`src/rtl/core/dtq_pkg.sv`:
```
// Shared constants, codes and types of the deadline timer queue.
`timescale 1ns / 1ps
`default_nettype none

package dtq_pkg;

    localparam int CAPACITY    = 16;
    localparam int HANDLE_BITS = 8;
    localparam int MAX_RESULTS = 16;

    localparam int TIME_W   = 32;
    localparam int DELAY_W  = 16;
    localparam int HANDLE_W = 8;
    localparam int STATUS_W = 2;

    // Width of a stored handle: the masked handle never has more bits than the field.
    localparam int HB_ST = (HANDLE_BITS < HANDLE_W) ? HANDLE_BITS : HANDLE_W;

    localparam int CNT_W  = $clog2(CAPACITY + 1);
    localparam int PTR_W  = $clog2(CAPACITY);
    localparam int NRES_W = $clog2(MAX_RESULTS + 1);

    localparam logic REQ_ARM  = 1'b0;
    localparam logic REQ_TICK = 1'b1;

    typedef enum logic [STATUS_W-1:0] {
        ST_ARMED     = 2'd0,
        ST_FULL      = 2'd1,
        ST_FIRED     = 2'd2,
        ST_NONE_DUE  = 2'd3
    } t_status;

    typedef enum logic [2:0] {
        S_IDLE,
        S_SEARCH,
        S_INSERT,
        S_RESP,
        S_POP
    } t_state;

    // Commands from the sequencer to the sorted entry store.
    typedef struct packed {
        logic             ins;
        logic             pop;
        logic [CNT_W-1:0] pos;
        logic [PTR_W-1:0] rd_idx;
    } t_store_ctl;

endpackage

`default_nettype wire

```
`src/rtl/core/dtq_if.sv`:
```
// Handshake channels of the deadline timer queue: request in, result out.
`timescale 1ns / 1ps
`default_nettype none

interface dtq_req_if;
    import dtq_pkg::*;

    logic                valid;
    logic                ready;
    logic                req_type;
    logic [DELAY_W-1:0]  delay_ticks;
    logic [HANDLE_W-1:0] handle;

    modport source (output valid, output req_type, output delay_ticks, output handle,
                    input ready);
    modport sink   (input valid, input req_type, input delay_ticks, input handle,
                    output ready);
endinterface

interface dtq_rsp_if;
    import dtq_pkg::*;

    logic                valid;
    logic                ready;
    logic [STATUS_W-1:0] status;
    logic [HANDLE_W-1:0] fired_handle;
    logic                last;

    modport source (output valid, output status, output fired_handle, output last,
                    input ready);
    modport sink   (input valid, input status, input fired_handle, input last,
                    output ready);
endinterface

`default_nettype wire

```
`src/rtl/core/deadline_timer_queue.sv`:
```
// Top level of the deadline timer queue: sequencer, tick count and shared comparator.
//
// Requests arrive on i_req and results leave on o_rsp, both valid/ready channels.
// An arm request (req_type 0) stores deadline = now + delay_ticks with its handle
// and returns one result: armed, or rejected when all CAPACITY entries are in use.
// A tick request (req_type 1) advances the count by one and returns one result per
// expired entry, earliest first and at most MAX_RESULTS, or a single "nothing due"
// result; the final result of a request carries last = 1.
// One wrap-aware comparator walks the sorted store. An arm walks past the entries
// at or before its deadline (at most count), is inserted behind them and then
// loads its result; a rejected arm skips the walk and goes straight to its result.
// A tick pops its expired entries from the head, each popped handle giving a result.
// i_req.ready is high only while no request is in work, so the next request is
// taken no earlier than the last result of the previous one becomes valid.
// A stalled receiver holds the result register, and the pops of a tick wait with it.
// Reset clears the tick count, the entry count and the result valid flag; the store
// contents need no clearing.
`timescale 1ns / 1ps
`default_nettype none

module deadline_timer_queue (
    input  wire logic i_clk,
    input  wire logic i_rst_n,
    dtq_req_if.sink   i_req,
    dtq_rsp_if.source o_rsp
);
    import dtq_pkg::*;

    t_state             r_state, n_state;
    logic [TIME_W-1:0]  r_time;
    logic [TIME_W-1:0]  r_dl;
    logic [HB_ST-1:0]   r_new_handle;
    logic [CNT_W-1:0]   r_count;
    logic [CNT_W-1:0]   r_ptr;
    logic [NRES_W-1:0]  r_nres;
    logic               r_have_pend;
    logic [HB_ST-1:0]   r_pend;
    t_status            r_resp;

    logic               r_out_valid;
    t_status            r_out_status;
    logic [HB_ST-1:0]   r_out_handle;
    logic               r_out_last;

    t_store_ctl         store_ctl;
    logic [TIME_W-1:0]  head_deadline;
    logic [HB_ST-1:0]   head_handle;
    logic [TIME_W-1:0]  rd_deadline;

    logic [TIME_W-1:0]  cmp_a, cmp_b, cmp_diff;
    logic               cmp_le;
    logic               accept, out_free;
    logic               fire, search_go;
    logic               out_load;
    t_status            out_status;
    logic [HB_ST-1:0]   out_handle;
    logic               out_last;

    dtq_store u_store (
        .i_clk           (i_clk),
        .i_ctl           (store_ctl),
        .i_deadline      (r_dl),
        .i_handle        (r_new_handle),
        .o_head_deadline (head_deadline),
        .o_head_handle   (head_handle),
        .o_rd_deadline   (rd_deadline)
    );

    assign accept   = i_req.valid && i_req.ready;
    assign out_free = !r_out_valid || o_rsp.ready;

    // Shared comparator: a is at or before b when b - a has a clear sign bit.
    always_comb begin
        if (r_state == S_POP) begin
            cmp_a = head_deadline;
            cmp_b = r_time;
        end else begin
            cmp_a = rd_deadline;
            cmp_b = r_dl;
        end
        cmp_diff = cmp_b - cmp_a;
        cmp_le   = !cmp_diff[TIME_W-1];
    end

    assign search_go = (r_ptr < r_count) && cmp_le;
    assign fire      = (r_count != '0) && (r_nres != NRES_W'(MAX_RESULTS)) && cmp_le;

    // Next state.
    always_comb begin
        n_state = r_state;
        unique case (r_state)
            S_IDLE: begin
                if (accept) begin
                    if (i_req.req_type == REQ_TICK) begin
                        n_state = S_POP;
                    end else if (r_count == CNT_W'(CAPACITY)) begin
                        n_state = S_RESP;
                    end else begin
                        n_state = S_SEARCH;
                    end
                end
            end
            S_SEARCH: begin
                if (!search_go) begin
                    n_state = S_INSERT;
                end
            end
            S_INSERT: n_state = S_RESP;
            S_RESP: begin
                if (out_free) begin
                    n_state = S_IDLE;
                end
            end
            S_POP: begin
                if (out_free && !fire) begin
                    n_state = S_IDLE;
                end
            end
            default: n_state = S_IDLE;
        endcase
    end

    // Outputs of the sequencer.
    always_comb begin
        store_ctl.ins    = 1'b0;
        store_ctl.pop    = 1'b0;
        store_ctl.pos    = r_ptr;
        store_ctl.rd_idx = r_ptr[PTR_W-1:0];
        out_load         = 1'b0;
        out_status       = ST_NONE_DUE;
        out_handle       = '0;
        out_last         = 1'b1;
        unique case (r_state)
            S_IDLE:   ;
            S_SEARCH: ;
            S_INSERT: store_ctl.ins = 1'b1;
            S_RESP: begin
                out_load   = out_free;
                out_status = r_resp;
            end
            S_POP: begin
                if (out_free) begin
                    if (fire) begin
                        store_ctl.pop = 1'b1;
                        out_load      = r_have_pend;
                        out_status    = ST_FIRED;
                        out_handle    = r_pend;
                        out_last      = 1'b0;
                    end else begin
                        out_load = 1'b1;
                        if (r_have_pend) begin
                            out_status = ST_FIRED;
                            out_handle = r_pend;
                        end
                    end
                end
            end
            default: ;
        endcase
    end

    always_ff @(posedge i_clk) begin
        if (!i_rst_n) begin
            r_state     <= S_IDLE;
            r_time      <= '0;
            r_count     <= '0;
            r_out_valid <= 1'b0;
            r_have_pend <= 1'b0;
            r_ptr       <= '0;
            r_nres      <= '0;
        end else begin
            r_state <= n_state;
            if (out_load) begin
                r_out_valid <= 1'b1;
            end else if (o_rsp.ready) begin
                r_out_valid <= 1'b0;
            end
            unique case (r_state)
                S_IDLE: begin
                    r_ptr       <= '0;
                    r_nres      <= '0;
                    r_have_pend <= 1'b0;
                    if (accept && (i_req.req_type == REQ_TICK)) begin
                        r_time <= r_time + TIME_W'(1);
                    end
                end
                S_SEARCH: begin
                    if (search_go) begin
                        r_ptr <= r_ptr + CNT_W'(1);
                    end
                end
                S_INSERT: r_count <= r_count + CNT_W'(1);
                S_RESP:   ;
                S_POP: begin
                    if (out_free && fire) begin
                        r_count     <= r_count - CNT_W'(1);
                        r_nres      <= r_nres + NRES_W'(1);
                        r_have_pend <= 1'b1;
                    end
                end
                default: ;
            endcase
        end
    end

    // Payload registers.
    always_ff @(posedge i_clk) begin
        if (accept) begin
            r_dl         <= r_time + TIME_W'(i_req.delay_ticks);
            r_new_handle <= i_req.handle[HB_ST-1:0];
            r_resp       <= (i_req.req_type == REQ_ARM && r_count == CNT_W'(CAPACITY))
                            ? ST_FULL : ST_ARMED;
        end
        if (r_state == S_POP && out_free && fire) begin
            r_pend <= head_handle;
        end
        if (out_load) begin
            r_out_status <= out_status;
            r_out_handle <= out_handle;
            r_out_last   <= out_last;
        end
    end

    assign i_req.ready        = (r_state == S_IDLE);
    assign o_rsp.valid        = r_out_valid;
    assign o_rsp.status       = r_out_status;
    assign o_rsp.fired_handle = HANDLE_W'(r_out_handle);
    assign o_rsp.last         = r_out_last;

    a_count_bound: assert property (@(posedge i_clk) disable iff (!i_rst_n)
        r_count <= CNT_W'(CAPACITY))
        else $error("entry count above capacity");

    a_tick_advance: assert property (@(posedge i_clk) disable iff (!i_rst_n)
        (accept && i_req.req_type == REQ_TICK) |=> (r_time == $past(r_time) + TIME_W'(1)))
        else $error("tick did not advance the time count");

    a_search_ptr: assert property (@(posedge i_clk) disable iff (!i_rst_n)
        (r_state == S_SEARCH || r_state == S_INSERT) |-> (r_ptr <= r_count))
        else $error("insert position beyond the filled entries");

    a_handle_zero: assert property (@(posedge i_clk) disable iff (!i_rst_n)
        (r_out_valid && r_out_status != ST_FIRED) |-> (r_out_handle == '0))
        else $error("handle reported on a result that fired nothing");

endmodule

`default_nettype wire

```
`src/rtl/core/dtq_store.sv`:
```
// Sorted store of pending deadlines with insert-shift and pop-shift.
`timescale 1ns / 1ps
`default_nettype none

module dtq_store (
    input  wire logic                        i_clk,
    input  wire dtq_pkg::t_store_ctl         i_ctl,
    input  wire logic [dtq_pkg::TIME_W-1:0]  i_deadline,
    input  wire logic [dtq_pkg::HB_ST-1:0]   i_handle,
    output logic      [dtq_pkg::TIME_W-1:0]  o_head_deadline,
    output logic      [dtq_pkg::HB_ST-1:0]   o_head_handle,
    output logic      [dtq_pkg::TIME_W-1:0]  o_rd_deadline
);
    import dtq_pkg::*;

    logic [TIME_W-1:0] r_deadline [CAPACITY];
    logic [HB_ST-1:0]  r_handle   [CAPACITY];

    // Insert moves slots above pos up one; pop moves all but the last down one.
    always_ff @(posedge i_clk) begin
        for (int i = 0; i < CAPACITY; i++) begin
            if (i_ctl.ins) begin
                if (CNT_W'(i) == i_ctl.pos) begin
                    r_deadline[i] <= i_deadline;
                    r_handle[i]   <= i_handle;
                end else if ((i > 0) && (CNT_W'(i) > i_ctl.pos)) begin
                    r_deadline[i] <= r_deadline[(i > 0) ? i - 1 : 0];
                    r_handle[i]   <= r_handle[(i > 0) ? i - 1 : 0];
                end
            end else if (i_ctl.pop && (i < CAPACITY - 1)) begin
                r_deadline[i] <= r_deadline[(i < CAPACITY - 1) ? i + 1 : i];
                r_handle[i]   <= r_handle[(i < CAPACITY - 1) ? i + 1 : i];
            end
        end
    end

    assign o_head_deadline = r_deadline[0];
    assign o_head_handle   = r_handle[0];
    assign o_rd_deadline   = r_deadline[i_ctl.rd_idx];

endmodule

`default_nettype wire

```
`src/flat_wrapper.sv`:
```
// flat-port wrapper written by rule: the top's interface ports become plain ports
module deadline_timer_queue_flat import dtq_pkg::*;
  (i_clk, i_rst_n, i_req_valid, i_req_req_type, i_req_delay_ticks, i_req_handle, i_req_ready, o_rsp_valid, o_rsp_status, o_rsp_fired_handle, o_rsp_last, o_rsp_ready);
  dtq_req_if i_req_i ();
  dtq_rsp_if o_rsp_i ();
  input  wire logic i_clk;
  input  wire logic i_rst_n;
  input wire logic [$bits(i_req_i.valid)-1:0] i_req_valid;
  input wire logic [$bits(i_req_i.req_type)-1:0] i_req_req_type;
  input wire logic [$bits(i_req_i.delay_ticks)-1:0] i_req_delay_ticks;
  input wire logic [$bits(i_req_i.handle)-1:0] i_req_handle;
  output wire logic [$bits(i_req_i.ready)-1:0] i_req_ready;
  output wire logic [$bits(o_rsp_i.valid)-1:0] o_rsp_valid;
  output wire logic [$bits(o_rsp_i.status)-1:0] o_rsp_status;
  output wire logic [$bits(o_rsp_i.fired_handle)-1:0] o_rsp_fired_handle;
  output wire logic [$bits(o_rsp_i.last)-1:0] o_rsp_last;
  input wire logic [$bits(o_rsp_i.ready)-1:0] o_rsp_ready;
  assign i_req_i.valid = i_req_valid;
  assign i_req_i.req_type = i_req_req_type;
  assign i_req_i.delay_ticks = i_req_delay_ticks;
  assign i_req_i.handle = i_req_handle;
  assign i_req_ready = i_req_i.ready;
  assign o_rsp_valid = o_rsp_i.valid;
  assign o_rsp_status = o_rsp_i.status;
  assign o_rsp_fired_handle = o_rsp_i.fired_handle;
  assign o_rsp_last = o_rsp_i.last;
  assign o_rsp_i.ready = o_rsp_ready;
  deadline_timer_queue u_core (.i_clk(i_clk), .i_rst_n(i_rst_n), .i_req(i_req_i), .o_rsp(o_rsp_i));
endmodule
```
`config.mk`:
```
export PLATFORM = sky130hd
export DESIGN_NAME = deadline_timer_queue_flat
export DESIGN_NICKNAME = d
export VERILOG_FILES = /design/src/rtl/core/dtq_pkg.sv /design/src/rtl/core/dtq_if.sv /design/src/rtl/core/deadline_timer_queue.sv /design/src/rtl/core/dtq_store.sv /design/src/flat_wrapper.sv
export SDC_FILE = /design/constraint.sdc
export NUM_CORES = 2
export LEC_CHECK = 0
export BUFFER_PORTS_ARGS = -buffer_cell sky130_fd_sc_hd__buf_2
export CAP_MARGIN = 10
export CORE_MARGIN = 2
export CORE_UTILIZATION = 35
export CTS_CLUSTER_DIAMETER = 60
export DETAILED_ROUTE_END_ITERATION = 6
export SETUP_SLACK_MARGIN = 0.4
export SLEW_MARGIN = 20
export SYNTH_ARGS = -nofsm -noshare
export SYNTH_HDL_FRONTEND = slang
export SYNTH_SLANG_ARGS = --single-unit
```
`constraint.sdc`:
```
create_clock -name i_clk -period 7.6 [get_ports i_clk]
set_input_delay 0.76 -clock i_clk [delete_from_list [all_inputs] [get_ports i_clk]]
set_output_delay 0.76 -clock i_clk [all_outputs]
set_load 0.01 [all_outputs]
```
# --- Word-level counts from Yosys, hierarchy flattened ---
# Memory sizes are Yosys's and may differ from the RTL's. A register that Yosys moved wholly into a read port is not among the register bits.
# Cells that the tools add are included.
totals:
  ff_bits: 113
  ramBits: 640
  inputBits: 29
  output_inout_bits: 13
  memories: 2
op_classes:
  add_sub_neg: 7
  order_cmp: 16
  eq_ne: 27
  muxes: 207
  bitwise: 61
  reduce_logical: 27
mem_list:
  columns: ["memory", "depth", "word_bits", "read_ports", "rd_clocked_by_memory_dff", "wr", "line_no", "text"]
  rows:
  - ["u_core.u_store.r_deadline", 16, 32, 17, 1, 16, "dtq_store.sv:16", "logic [TIME_W-1:0] r_deadline [CAPACITY];"]
  - ["u_core.u_store.r_handle", 16, 8, 16, 0, 16, "dtq_store.sv:17", "logic [HB_ST-1:0] r_handle [CAPACITY];"]
op_table:
  columns: ["op", "count"]
  rows:
  - ["$mux W32", 32]
  - ["$mux W8", 32]
  - ["$mux W1", 123]
  - ["$or A1 B1 Y1", 60]
  - ["$eq A4 B5 Y1 const A", 8]
  - ["$gt A4 B5 Y1 const A", 8]
  - ["$add A32 B1 Y32 const B", 1]
  - ["$add A32 B16 Y32", 1]
  - ["$sub A32 B32 Y32", 1]
  - ["$pmux W5 S2", 3]
  - ["$eq A3 B5 Y1 const A", 4]
  - ["$gt A3 B5 Y1 const A", 4]
  - ["$add A5 B1 Y5 const B", 3]
  - ["$mux W3", 5]
  - ["$mux W5", 3]
  - ["$pmux W3 S5", 1]
  - ["$eq A2 B5 Y1 const A", 2]
  - ["$gt A2 B5 Y1 const A", 2]
  - ["$logic_and A1 B1 Y1", 10]
  - ["$reduce_and A2 Y1", 5]
  - ["$mux W4", 2]
  - ["$ne A2 B2 Y1 const B", 4]
  - ["$reduce_bool A2 Y1", 4]
  - ["$eq A3 B2 Y1 const B", 2]
  - ["19 further kinds", 25]

# --- Longest topological paths before layout ---
logic_depth:
  ltp_word: 12
  ltp_mapped: 21
  depth_no_buf: 15

# --- By module ---
# From an unflattened synthesis, not the netlist that was laid out.
unflattened:
  cells_unflattened: 4175
  hier_area_um2: 43509.2
by_module_without_submodules:
  columns: ["module", "instances", "cells_per_inst", "area_per_inst_um2", "seq_area_each_um2"]
  rows:
  - ["dtq_store", 1, 3393, 36422.4, 19218.4]
  - ["deadline_timer_queue", 1, 782, 7086.8, 2842.7]

# --- Worst setup path after synthesis ---
# Ideal clock, no wire load.
synth_path:
  kind: "reg2reg"
  from: "register (tool-made name)"
  to: "memory u_core.u_store.r_deadline[0][0] (enable)"
  setup_time_ns: 0.755
  arrival_time_ns: 5.590
  required_time_ns: 6.845
  path_slack_ns: 1.255
  path_stages_with_launch: 17
  n_path_buf: 5
  synth_period_minus_slack_ns: 6.345
  cell_sequence: "dfxtp_1 buf_2 clkbuf_1 buf_1 mux4_2 mux4_2 mux2i_1 ha_1 nand4_1 nor4_1 nand2_1 a2111oi_2 nor4_4 mux2_4 buf_2 buf_1 o21ai_0"
synth_rtl:
  columns: ["item", "line_no"]
  rows:
  - ["to (decl)", "dtq_store.sv:16"]

==> metrics.txt <==
worst hold start i_req_handle[6]; Worst setup SP type flop; CP max FO 40; Hold Buf Count CTS 0; peak supply drop 175 µV; Die Width 354 µm; Clk Latency, worst-skew pair 0.67 ns; antenna cells 0; critical path's top delay family simple AND/OR/NAND/NOR gates; setup TNS 0 ns; largest net degree at the start of global routing 145; initial antenna violation count 1; area of the mapped netlist 0.0428 mm²; Area contributors post-synth edfxtp_1, mux2i_1, mux4_2; Synth Warn # 0; Fmax achieved 151 MHz; syn avg cell area 11.4 µm²; Slew Limit Fails 0; Pwr Total 0.0133 W; post-route ant nets 0; synthesized instance count 3,755; cts repair resizes 0; Yosys reg bits 756; Layout Cells excl Fill 5,318; GRT Total Usage 19.8%; fraction of layout instances using a drive strength above 1 13.5%; CTS sink count 756; Clock Skews 0.0251 ns; NumNets Final 3,712; top_reg_cell synth edfxtp_1; RSZ-0062 raised after global routing false; CTS Root Cell clkbuf_16; CTS tree done; CTS Buf Count 86; area grow syn2layout 11.0%; CP cell instances buf_4 > mux4_2 > mux4_2 > mux2i_1 > ha_1 > nand4_1 > nor4_1 > buf_4 > nand2_1 > a2111oi_2 > nor4_4 > mux2_4 > nand3_4; DR WL/cell 23.8 µm; vias per cell 5.62; placed instance count 5,159; critical path's slowest cell nand3_4; Synth cell types 67; Via Count 29,900; die area 0.125 mm²; run status complete, no violations; maximum single-stage delay on the critical path 0.92 ns; Post-synth ARST share 0%; initial DRC count 3,134; syn nets 3,845; slew margin rel. 22.9%; # fillers 11,600; Crit Path Category flop to flop; post-synth top area share 49.1%; Total Routed Length 126 mm; worst min-delay path class input pin to flop; part of the cycle the worst path needs 87.3%; DR DRC count 0; HPWL Detailed 73.8 mm; Post-synth top cells nand2_1, edfxtp_1, mux2i_1; # rows 128; CP Capture Type flop; cell taking the most area after synthesis edfxtp_1; Clock Path Buffers 3; Worst Path Required 7.70 ns; worst slew pin tran 1.16 ns; Post-synth EDFFs 700; GPL Wtd Cong 0.820; maxcap violations 0; Fin. Hold Viols 0; first-pass GRT wire length 189 mm; # H-tree levels 3; count leader, synth nand2_1; Die Ht 354 µm; Starting Density 35.2%; gr ovfl total 0; Clock Pin Slew Worst Setup and Hold Paths 0.06 ns; worst hold slack 0.269 ns; Port-buffer cells 41; Final setup viols 0; minimum clock period 6.63 ns; share of the yosys chip area belonging to registers 51.7%; Critical Path AT 6.73 ns; Leak 16.1 nW; DRT Pass-1 Iters 5; Ports 42; total core area 0.122 mm²; Bufs and invs on worst path 2; vias in the first global route 28,900; # Post-CTS Setup Buffers 0; Pwr Density 279 mW/mm²
cell usage in the layout, fill, tap and decap left out, types with 56 or more instances in the layout:
cell type / Yosys / routed
nand2_1: 810 / 804
edfxtp_1: 700 / 700
mux2i_1: 595 / 595
o21ai_1: 308 / 304
o21ai_0: 296 / 288
mux4_2: 159 / 159
clkbuf_16: 0 / 87
nor2_1: 71 / 70
ha_1: 59 / 59
buf_4: 33 / 56
flip-flops by register name, summed over array words and instances, names as in the netlist, named ones only:
name and flops:
u_core.o_rsp.status 2, u_core.r_nres 5, u_core.r_have_pend 1, u_core.r_time 32
u_core.r_pend 8, u_core.u_store.r_deadline 512, u_core.o_rsp.last 1, u_core.o_rsp.fired_handle 8
u_core.r_new_handle 8, u_core.o_rsp.valid 1, u_core.r_ptr 5, u_core.r_dl 32
u_core.r_resp 1, u_core.r_state 3, u_core.r_count 5, u_core.u_store.r_handle 128
per-layer routing:
metal,GRT usage [%],wire (µm)
met1,28.5,57400
met2,31.4,58600
met3,2.45,7410
met4,5.27,3020
met5,0,0
power by group:
group	switching [W]	leakage, nW	internal, W
Clock	0.00182	1.37	0.00239
Sequential	0.000537	6.87	0.00549
Combinational	0.00186	7.86	0.00116
Total	0.00421	16.1	0.00904
path summary, 6_finish.rpt:
check / end / slack (ns) / cells after the start
min reg2reg: u_core.r_pend[3] / 0.46 / 0
min: u_core.r_new_handle[6] / 0.27 / 1
max reg2reg: u_core.u_store.r_deadline[8][19] / 0.97 / 13
max: u_core.u_store.r_deadline[8][19] / 0.97 / 13
stage by stage:
step / worst slack [ns] / utilization [%] / area [µm²]
5_1_grt: 0.829 / 39.1 / 47500
6_report: 0.969 / 39.1 / 47500
3_5_place_dp: 1.13 / 36.8 / 44700
3_3_place_gp: 1.13 / 36.8 / 44700
2_1_floorplan: 1.26 / - / 42800
4_1_cts: 1.07 / 39.1 / 47500
cell families after synthesis:
| kind of cell | count (synthesis) | share of synthesized area (%) |
|---|---|---|
| compound gates | 706 | 8.64 |
| xor+xnor | 60 | 1.23 |
| fa+ha+maj | 61 | 1.82 |
| buf+inv | 370 | 3.73 |
| flops | 756 | 51.7 |
| mux | 795 | 23.4 |
| simple gates | 1007 | 9.55 |
final cells by class:
cell class | instances | area (µm²) | share of cell area, %
clock buffer | 118 | 2380 | 5.01
clock inverter | 41 | 413 | 0.868
inverter | 31 | 125 | 0.263
multi-input combinational | 2629 | 19400 | 40.8
sequential | 756 | 22200 | 46.6
tap | 1625 | 2030 | 4.28
timing repair buffer | 118 | 1040 | 2.18
No activity file was read; power rests on OpenSTA's default activity.
